## src/stbs_pkg.sv

```systemverilog
// Shared types and constants for the sorted table binary search block.
package stbs_pkg;

   localparam int KEY_W       = 32;
   localparam int MODE_W      = 3;
   localparam int INDEX_W     = 11;
   localparam int QUEUE_DEPTH = 2;

   localparam logic [MODE_W-1:0] MODE_CLEAR  = 3'd0;
   localparam logic [MODE_W-1:0] MODE_APPEND = 3'd1;
   localparam logic [MODE_W-1:0] MODE_BELOW  = 3'd2;
   localparam logic [MODE_W-1:0] MODE_ABOVE  = 3'd3;
   localparam logic [MODE_W-1:0] MODE_FIND   = 3'd4;

   typedef enum logic [2:0] {
      OP_CLEAR,
      OP_APPEND,
      OP_BELOW,
      OP_ABOVE,
      OP_FIND
   } op_type;

   typedef struct packed {
      op_type                  op;
      logic signed [KEY_W-1:0] key;
   } cmd_type;

endpackage

```

## src/stbs_fifo.sv

```systemverilog
// Short command queue between the front end and the search engine.
module stbs_fifo (
   input  logic              clock,
   input  logic              reset,
   input  logic              push,
   input  stbs_pkg::cmd_type push_cmd,
   output logic              full,
   input  logic              pop,
   output logic              q_valid,
   output stbs_pkg::cmd_type q_cmd
);

   localparam int QD = stbs_pkg::QUEUE_DEPTH;
   localparam int PW = (QD > 1) ? $clog2(QD) : 1;
   localparam int CW = $clog2(QD + 1);

   stbs_pkg::cmd_type entry_ff [QD];
   logic [PW-1:0] wr_ptr_ff, wr_ptr_in;
   logic [PW-1:0] rd_ptr_ff, rd_ptr_in;
   logic [CW-1:0] count_ff, count_in;

   function automatic logic [PW-1:0] next_ptr(input logic [PW-1:0] p);
      logic [PW-1:0] r;
      r = (p == PW'(QD - 1)) ? '0 : p + PW'(1);
      return r;
   endfunction

   assign full    = (count_ff == CW'(QD));
   assign q_valid = (count_ff != '0);
   assign q_cmd   = entry_ff[rd_ptr_ff];

   always_comb begin
      wr_ptr_in = push ? next_ptr(wr_ptr_ff) : wr_ptr_ff;
      rd_ptr_in = pop ? next_ptr(rd_ptr_ff) : rd_ptr_ff;
      count_in  = count_ff;
      if (push && !pop) begin
         count_in = count_ff + CW'(1);
      end else if (pop && !push) begin
         count_in = count_ff - CW'(1);
      end
   end

   always_ff @(posedge clock) begin
      if (reset) begin
         wr_ptr_ff <= '0;
         rd_ptr_ff <= '0;
         count_ff  <= '0;
      end else begin
         wr_ptr_ff <= wr_ptr_in;
         rd_ptr_ff <= rd_ptr_in;
         count_ff  <= count_in;
      end
      if (push) begin
         entry_ff[wr_ptr_ff] <= push_cmd;
      end
   end

endmodule

```

## config.mk

```make
export PLATFORM = sky130hd
export DESIGN_NAME = stbs_fifo
export DESIGN_NICKNAME = d
export VERILOG_FILES = /design/src/stbs_pkg.sv /design/src/stbs_fifo.sv
export SDC_FILE = /design/constraint.sdc
export NUM_CORES = 1
export LEC_CHECK = 0
export BUFFER_PORTS_ARGS = -buffer_cell sky130_fd_sc_hd__buf_2
export CAP_MARGIN = 20
export CORE_MARGIN = 10
export CORE_UTILIZATION = 45
export CTS_CLUSTER_SIZE = 40
export DETAILED_ROUTE_END_ITERATION = 8
export PLACE_DENSITY = 0.69
export REMOVE_ABC_BUFFERS = 1
export SKIP_LAST_GASP = 1
export SLEW_MARGIN = 30
export SYNTH_ARGS = -nofsm -noshare
export SYNTH_HDL_FRONTEND = slang
export SYNTH_SLANG_ARGS = --single-unit
```

## constraint.sdc

```tcl
create_clock -name clock -period 4.65 [get_ports clock]
set_input_delay 0.465 -clock clock [delete_from_list [all_inputs] [get_ports clock]]
set_output_delay 0.465 -clock clock [all_outputs]
set_load 0.03 [all_outputs]
```

Word-level counts from Yosys, hierarchy flattened

Memory sizes are Yosys's and may differ from the RTL's. A register that Yosys moved wholly into a read port is not among the register bits.
Cells that the tools add are included.

Add/subtract/negate cells: 4
Multiplexer cells: 8
Reduce and logical (&&, ||, !) cells: 6
Equality and inequality tests: 1

Operators by type and width:

| operator                                         | count |
|---|---|
| 2-to-1 mux 1 bit                                 | 6 |
| 2-to-1 mux 2 bit                                 | 2 |
| nonzero test 2 bit                               | 2 |
| adder 1 bit, second input constant               | 2 |
| adder 2 x 1 -> 2 bit, second input constant      | 1 |
| equality test 2 bit, second input constant       | 1 |
| logical AND 1 bit                                | 2 |
| logical NOT 1 bit                                | 2 |
| subtractor 2 x 1 -> 2 bit, second input constant | 1 |

Input bits: 39
Bits in registers: 4
Word-level logic and storage cells: 23
RAM bits: 70
Memories kept: 1

Memory list:

| name     | words | width | read ports | clocked after Yosys merged registers in | wr ports | RTL line        | source |
|---|---|---|---|---|---|---|---|
| entry_ff | 2     | 35    | 1          | 1                                       | 1        | stbs_fifo.sv:17 | `stbs_pkg::cmd_type entry_ff [QD];` |

Depth between registers and ports, before layout

Gate-level depths: netlist (run 1).

Word-level depth: 4
Gate-level depth with buffers: 5
Mapped depth without buffers: 5

Worst setup path after synthesis (run 1)

Ideal clock, no wire load.

Path kind: input port to flip-flop
Start: input push
End: memory entry_ff[0][0] (netlist bit), enable pin
Cell stages on the path: 1
Data arrival time: 2.041 ns
Buffers on the path: 0
Setup time: 0.431 ns
Path slack: 2.178 ns
Cells stage by stage: nor2b_1

Longest elaborated chain between the ends: 2

RTL lines:

| what                                   | RTL line        | source |
|---|---|---|
| from (decl)                            | stbs_fifo.sv:5  | `input logic push,` |
| 2-to-1 mux 1 bit                       | stbs_fifo.sv:53 | `if (push) begin` |
| 2-to-1 mux 1 bit (not written as such) | stbs_fifo.sv:54 | `entry_ff[wr_ptr_ff] <= push_cmd;` |
| to (decl)                              | stbs_fifo.sv:17 |  |

No other way between the ends.

==> flow_metrics.tcl, run 1 <==
set metrics [dict create \
    status "completed" \
    numCtsBuffers 9 \
    die_area_um2 9620 \
    netlist_area_um2 2750 \
    synth_area_leaders "edfxtp_1 77%, mux2_2 14%, dfxtp_1 3.6%" \
    end_kind "output port" \
    grt.overflow.total 0 \
    hold_viol 0 \
    n_antenna_cell 0 \
    drc 0 \
    period_share_pct 53.4 \
    synth_area_leader_cell "edfxtp_1" \
    power_mw 1.55 \
    grt_pass1_wl_um 8430 \
    critical_path_required_ns 4.18 \
    area_growth_pct 25.2 \
    drt_iter0_drc 92 \
    slew_viol_final 0 \
    nFillCells 468 \
    clock-sinks 75 \
    drtAntennaViolNets 0 \
    synth.top_cell.area_share_pct 76.6 \
    stdcell_area_um2 3440 \
    gp_congestion 0.691 \
    cts_tree "built" \
    grt_use_total_pct 11.2 \
    h-tree-depth 3 \
    clk_latency_ns 0.34 \
    finClkSkew_ns 0.0111 \
    pin_count 76 \
    final_util_pct 58.0 \
    layout_min_cycle_time_ns 2.48 \
    max_slew.worst_pin.slew_ns 0.871 \
    cp_max_fo 22 \
    cts_hold_buf 0 \
    initial_core_util_pct 46.4 \
    yosysSeqAreaShare_pct 80.2 \
    clockBufferDepth 2 \
    relSlewSlack_pct 41.9 \
    grt_max_degree 36 \
    grt_pass1_vias 1640 \
    drt_first_pass_iters 4 \
    power.density_nw_per_um2 452 \
    hp-class "input pin to flop" \
    leakage_nw 1.32 \
    rows 28 \
    drive_above_1_share_pct 60.0 \
    critPathArrivalTime_ns 2.02 \
    antenna_found_initial 0 \
    fmax_mhz 402 \
    ir_drop_mv 0.228 \
    postCtsResizedCells 0 \
    syn_avg_cell_area_um2 21.0 \
    hold_ws_ns 0.314 \
    drv_cap 0 \
    vias 1437 \
    startpoint_type "flop" \
    die-height_um 98.1 \
    postPlaceCellArea_um2 3220 \
    yosysUniqueCellTypes 17 \
    rrSetupSlack_ns 3.08 \
    setup_viol 0 \
    path_clk_slew_ns 0.08 \
    vias_per_cell 4.87 \
    critPathKind "flop to output port" \
    dp_hpwl_um 3630 \
    wl_per_cell_um 17.4 \
    netlist_instances 131 \
    fin_setup_tns_ns 0 \
    io_buffers 75 \
    rsz0062_at_grt "false" \
    synth_seq_cells 75 \
    die_w_um 98.1 \
    cts_root_buf "clkbuf_8" \
    ys_warn_count 0 \
    fin_nets 255 \
    wl_um 5140 \
    core_region_area_um2 5920 \
    cts_setup_buffers 0 \
]
## kinds of logic (layout without fill, tap and decap cells)
| group | Yosys count | in the layout | synth area share (%) |
|---|---|---|---|
| adder cells (fa/ha/maj) | 1 | 1 | 0.456 |
| AND/OR/NAND/NOR | 9 | 9 | 1.78 |
| AO/OA/AOI/OAI | 2 | 2 | 0.364 |
| multiplexers | 35 | 35 | 14.4 |
| XOR/XNOR | 4 | 4 | 1.28 |
| flip-flops | 75 | 75 | 80.2 |
| buffers and inverters | 5 | 94 | 1.55 |
## metal layers
metal  vias up  wire length [um]  global-route usage (%)
met2        64              2350                    16.4
li1        675                 -                       -
met1       689              2280                    14.1
met3         9               432                    4.16
met4         0                77                    6.04
met5         -                 0                       0
## registers in the layout, indices dropped and copies added, names as in the netlist, named ones only
register   flops
entry_ff      70
count_ff       2
rd_ptr_ff      1
wr_ptr_ff      1
## area by class of cell
cell class | count | area [um2] | share of cell area [%]
Sequential cell | 75 | 2200 | 64.1
Multi-Input combinational cell | 51 | 509 | 14.8
Timing Repair Buffer | 77 | 410 | 11.9
Clock buffer | 9 | 124 | 3.61
Tap cell | 75 | 93.8 | 2.73
Clock inverter | 7 | 92.6 | 2.69
Inverter | 1 | 3.75 | 0.109
## metrics by stage
stage / cells / setup WS (ns)
global route: 295 / 2.00
CTS: 295 / 2.09
finish: 295 / 2.17
detailed placement: 279 / 2.46
global placement: 278 / 2.48
floorplan: 127 / 2.18
## report_power, final
group / total (mW) / switching, mW / internal, mW / leakage (nW)
Clock: 0.529 / 0.228 / 0.301 / 0.113
Combinational: 0.222 / 0.139 / 0.0828 / 0.506
Sequential: 0.802 / 0.0165 / 0.785 / 0.699
Total: 1.55 / 0.384 / 1.17 / 1.32
## path summary, 6_finish.rpt
path,start,endpoint,cells past startpoint
max,flop,q_cmd[32],3
min,push_cmd[26],entry_ff[1][26],1
max reg2reg,wr_ptr_ff,entry_ff[1][29],1
min reg2reg,count_ff[1],count_ff[1],2
## synth_stat cells
cell type,n
edfxtp_1,70
or2_2,1
xnor2_1,2
and2_1,1
mux2_2,35
o21ai_0,1
buf_6,3
and2b_2,1
nor2_1,4
inv_1,1
or3_1,1
ha_1,1
xor2_1,2
a21oi_1,1
nor2b_1,1
dfxtp_1,5
buf_2,1
## critical path, stage by stage, from the launching register on
cell,delay [ns]
dfxtp_1,0.71
buf_4,0.40
mux2_2,0.38
buf_2,0.18
## cells in the final DEF, fill, tap and decap left out, drive strengths merged, types with 2 or more instances in the layout
cell type   n
clkinv      5
nor2        4
edfxtp     70
xor2        2
buf        77
xnor2       2
mux2       35
dfxtp       5
clkbuf      9
bufinv      2
No activity file was read; power rests on OpenSTA's default activity.
==> run 2, diff against run 1 <==
Settings changed: PLACE_DENSITY 0.69 to 0.72.
Clock period 4.65 ns to 2.15 ns, I/O delays scaled along.
==> run 2 against run 1 <==
Register-to-register slack got worse by 2.4 ns. Sequential share of layout area grew 0.32 points. Final cell count up 0.34%. Via count shrank 0.97%. First-iteration DRC count down 36%. Die area unchanged. Combinational power grew 120%. Setup slack lost 1.9 ns.
==> flow_metrics.tcl, run 2 (synthesis results as in run 1) <==
set metrics [dict create \
    final_common_cell "buf_2" \
    reg2reg_to "entry_ff[1][30]" \
    cts_tree "built" \
    end_kind "output port" \
    vias_per_cell 4.81 \
    path_cells "buf_4, mux2_2, buf_2" \
    critical_path_required_ns 1.93 \
    hold_viol 0 \
    cts_hold_buf 0 \
    setup_viol 0 \
    drive_above_1_share_pct 60.2 \
    max_slew.worst_pin.slew_ns 0.479 \
    core_region_area_um2 5920 \
    grt_pass1_wl_um 8040 \
    critPathKind "flop to output port" \
    period_share_pct 86.6 \
    cp_slowest_stage_delay_ns 0.40 \
    status "completed" \
    critPathArrivalTime_ns 1.65 \
    final_cells 296 \
    grt_max_degree 36 \
    final_util_pct 57.8 \
    numCtsBuffers 9 \
    hold_end "entry_ff[0][2]" \
    hold_ws_ns 0.0632 \
    clockBufferDepth 2 \
    clk_latency_ns 0.34 \
    rr_startpoint "wr_ptr_ff" \
    vias 1423 \
    h-tree-depth 3 \
    finClkSkew_ns 0.0102 \
    drv_cap 0 \
    cp_slowest_cell "mux2_2" \
    drc 0 \
    drtAntennaViolNets 0 \
    hp-class "input pin to flop" \
    cts_root_buf "clkbuf_8" \
    slew_viol_final 0 \
    dp_cells 281 \
    grt_use_total_pct 10.7 \
    power.density_nw_per_um2 971 \
    rsz0062_at_grt "false" \
    wl_per_cell_um 17.4 \
    area_growth_pct 24.6 \
    preCtsSetupSlack_ns 0.628 \
    die_w_um 98.1 \
    fin_setup_tns_ns 0 \
    leakage_nw 1.31 \
    layout_common_cells "75 x buf_2, 70 x edfxtp_1, 35 x mux2_2" \
    gp_congestion 0.660 \
    cp_max_fo 35 \
    relSlewSlack_pct 68.1 \
    min_path_cells 1 \
    cts_setup_buffers 0 \
    fin_nets 257 \
    drt_iter0_drc 59 \
    largestRegisters "entry_ff (70), count_ff (2)" \
    hp-start "push_cmd[2]" \
    io_buffers 75 \
    fmax_mhz 537 \
    reg2reg_depth 2 \
    dp_hpwl_um 3670 \
    rrSetupSlack_ns 0.73 \
    postCtsResizedCells 0 \
    initial_core_util_pct 46.4 \
    antenna_found_initial 0 \
    setup_ws_ns 0.287 \
    grt_pass1_vias 1547 \
    grt.overflow.total 0 \
    path_clk_slew_ns 0.08 \
    drt_first_pass_iters 2 \
    wl_um 5150 \
    die_area_um2 9620 \
    power_mw 3.32 \
    top_register "entry_ff" \
    ir_drop_mv 0.427 \
    postPlaceCellArea_um2 3220 \
    die-height_um 98.1 \
    clock-sinks 75 \
    rows 28 \
    stdcell_area_um2 3420 \
    pin_count 76 \
    startpoint_type "flop" \
    largest_reg_flops 70 \
    n_antenna_cell 0 \
    layout_min_cycle_time_ns 1.86 \
]
==> run 2: critical path, delay by kind of cell (launching register included) <==
family / cells / cell delay [ns]
flip-flops: 1 / 0.31
multiplexers: 1 / 0.40
buffers and inverters: 2 / 0.57
==> run 2: how the worst max path moves through the flow <==
stage	endpoint	depth (start not counted)
after floorplan	entry_ff[0][0]	1
after detailed placement	q_cmd[12]	3
after CTS	q_cmd[12]	3
after global placement	q_cmd[12]	3
after global routing	q_cmd[34]	3
final	q_cmd[34]	3
==> run 2: per-layer routing <==
layer  wire, um  vias up  GRT usage (%)
met5          0        -              0
met4         75        0           5.03
met3        505        7           5.50
met2       2440       51           16.2
met1       2120      690           12.5
li1           -      675              -
==> run 2: layout make-up <==
class / instances / area (um2)
Clock inverter: 6 / 81.3
Fill cell: 473 / 2500
Tap cell: 75 / 93.8
Inverter: 1 / 3.75
Clock buffer: 9 / 124
Timing Repair Buffer: 79 / 405
Sequential cell: 75 / 2200
Multi-Input combinational cell: 51 / 509
==> run 2: power breakdown <==
group	internal, mW	switching, mW	leakage (nW)
sequential	1.70	0.0249	0.699
combinational	0.176	0.315	0.509
clock	0.639	0.471	0.103
total	2.51	0.810	1.31
==> run 3, diff against run 2 <==
Settings changed: CORE_UTILIZATION 45 to 46, PLACE_DENSITY 0.72 to 0.73.
==> run 3 against run 2 <==
Setup slack improved by 0.024 ns. Design area decreased by 1.1%. Combinational power decreased by 2%. Register-to-register slack improved by 0.07 ns. Core utilization increased by 0.072 points. Power decreased by 4.5%. First-iteration DRC count decreased by 22%. Sequential cell count unchanged. Wire length decreased by 5.9%. Critical endpoint unchanged.
==> flow_metrics.tcl, run 3 (synthesis results as in run 1) <==
set metrics [dict create \
    reg2reg_depth 2 \
    die_area_um2 9460 \
    status "completed" \
    layout_common_cells "75 x buf_2, 70 x edfxtp_1, 35 x mux2_2" \
    hold_viol 0 \
    cts_root_buf "clkbuf_8" \
    hold_ws_ns 0.0726 \
    layout_min_cycle_time_ns 1.84 \
    n_antenna_cell 0 \
    core_region_area_um2 5850 \
    cts_setup_buffers 0 \
    grt_pass1_wl_um 7850 \
    setup_viol 0 \
    die_w_um 97.3 \
    drt_first_pass_iters 4 \
    critical_path_required_ns 1.93 \
    clock-sinks 75 \
    drv_cap 0 \
    relSlewSlack_pct 68.4 \
    largestRegisters "entry_ff (70), count_ff (2)" \
    vias_per_cell 4.68 \
    rows 28 \
    initial_core_util_pct 46.9 \
    io_buffers 75 \
    cp_max_fo 35 \
    power.density_nw_per_um2 938 \
    cts_hold_buf 0 \
    area_growth_pct 23.3 \
    postCtsResizedCells 0 \
    ir_drop_mv 0.503 \
    hp-class "input pin to flop" \
    min_path_cells 1 \
    clockBufferDepth 2 \
    numCtsBuffers 9 \
    drive_above_1_share_pct 57.9 \
    top_register "entry_ff" \
    leakage_nw 1.29 \
    vias 1386 \
    largest_reg_flops 70 \
    grt_pass1_vias 1498 \
    critPathKind "flop to output port" \
    final_common_cell "buf_2" \
    max_slew.worst_pin.slew_ns 0.475 \
    drc 0 \
    grt_use_total_pct 10.7 \
    pin_count 76 \
    dp_hpwl_um 3350 \
    grt.overflow.total 0 \
    slew_viol_final 0 \
    wl_per_cell_um 16.4 \
    rsz0062_at_grt "false" \
    gp_congestion 0.700 \
    hp-start "push_cmd[10]" \
    wl_um 4840 \
    nFillCells 456 \
    grt_max_degree 36 \
    rr_startpoint "wr_ptr_ff" \
    clk_latency_ns 0.33 \
    critPathArrivalTime_ns 1.62 \
    startpoint_type "flop" \
    period_share_pct 85.5 \
    fin_nets 256 \
    fmax_mhz 544 \
    end_kind "output port" \
    drtAntennaViolNets 0 \
    finClkSkew_ns 0.00597 \
    fin_setup_tns_ns 0 \
    path_clk_slew_ns 0.07 \
    antenna_found_initial 0 \
    postPlaceCellArea_um2 3210 \
    h-tree-depth 3 \
    stdcell_area_um2 3380 \
    power_mw 3.17 \
    drt_iter0_drc 46 \
    die-height_um 97.3 \
    cts_tree "built" \
]
-- run 3: cell count changes in the layout (fill, tap and decap cells not counted), sizes merged --
cell / change
bufinv: -1
clkbuf: +4
clkinvlp: -1
clkinv: -1
buf: -1
-- run 3: layer usage --
metal	vias up	global-route usage (%)	wire length (um)	share of wire, %
met1	648	12.5	2130	44
li1	679	-	-	-
met5	-	0	0	0
met3	11	3.27	287	5.9
met2	48	16.6	2290	47
met4	0	7.05	132	2.7
-- run 3: area by class of cell --
type	instances	area (um2)	area share (%)
sequential	75	2200	65.1
multi-input combinational	51	509	15.0
timing repair buffer	78	398	11.8
clock buffer	13	139	4.10
tap	75	93.8	2.77
clock inverter	3	38.8	1.15
inverter	1	3.75	0.111
-- run 3: worst paths after layout --
path / end / slack [ns]
min reg2reg: count_ff[1] / 0.50
max reg2reg: entry_ff[1][31] / 0.80
min: entry_ff[0][10] / 0.07
max: q_cmd[34] / 0.31
-- run 3: per-stage QoR --
| step | util [%] | instances | worst slack, ns |
|---|---|---|---|
| 6_report | 57.8 | 296 | 0.311 |
| 5_1_grt | 57.8 | 296 | 0.199 |
| 4_1_cts | 57.8 | 296 | 0.275 |
| 3_5_place_dp | 54.8 | 280 | 0.647 |
| 3_3_place_gp | 54.8 | 280 | 0.642 |
| 2_1_floorplan | - | 127 | -0.181 |
-- run 3: where the power goes --
part / switching [mW] / internal [mW] / total (mW)
Sequential: 0.0247 / 1.70 / 1.72
Clock: 0.438 / 0.533 / 0.970
Combinational: 0.306 / 0.174 / 0.480
-- run 3: critical path, cell delays in order (launching register included) --
cell     delay (ns)
dfxtp_1        0.31
buf_4          0.39
mux2_2         0.40
buf_2          0.18
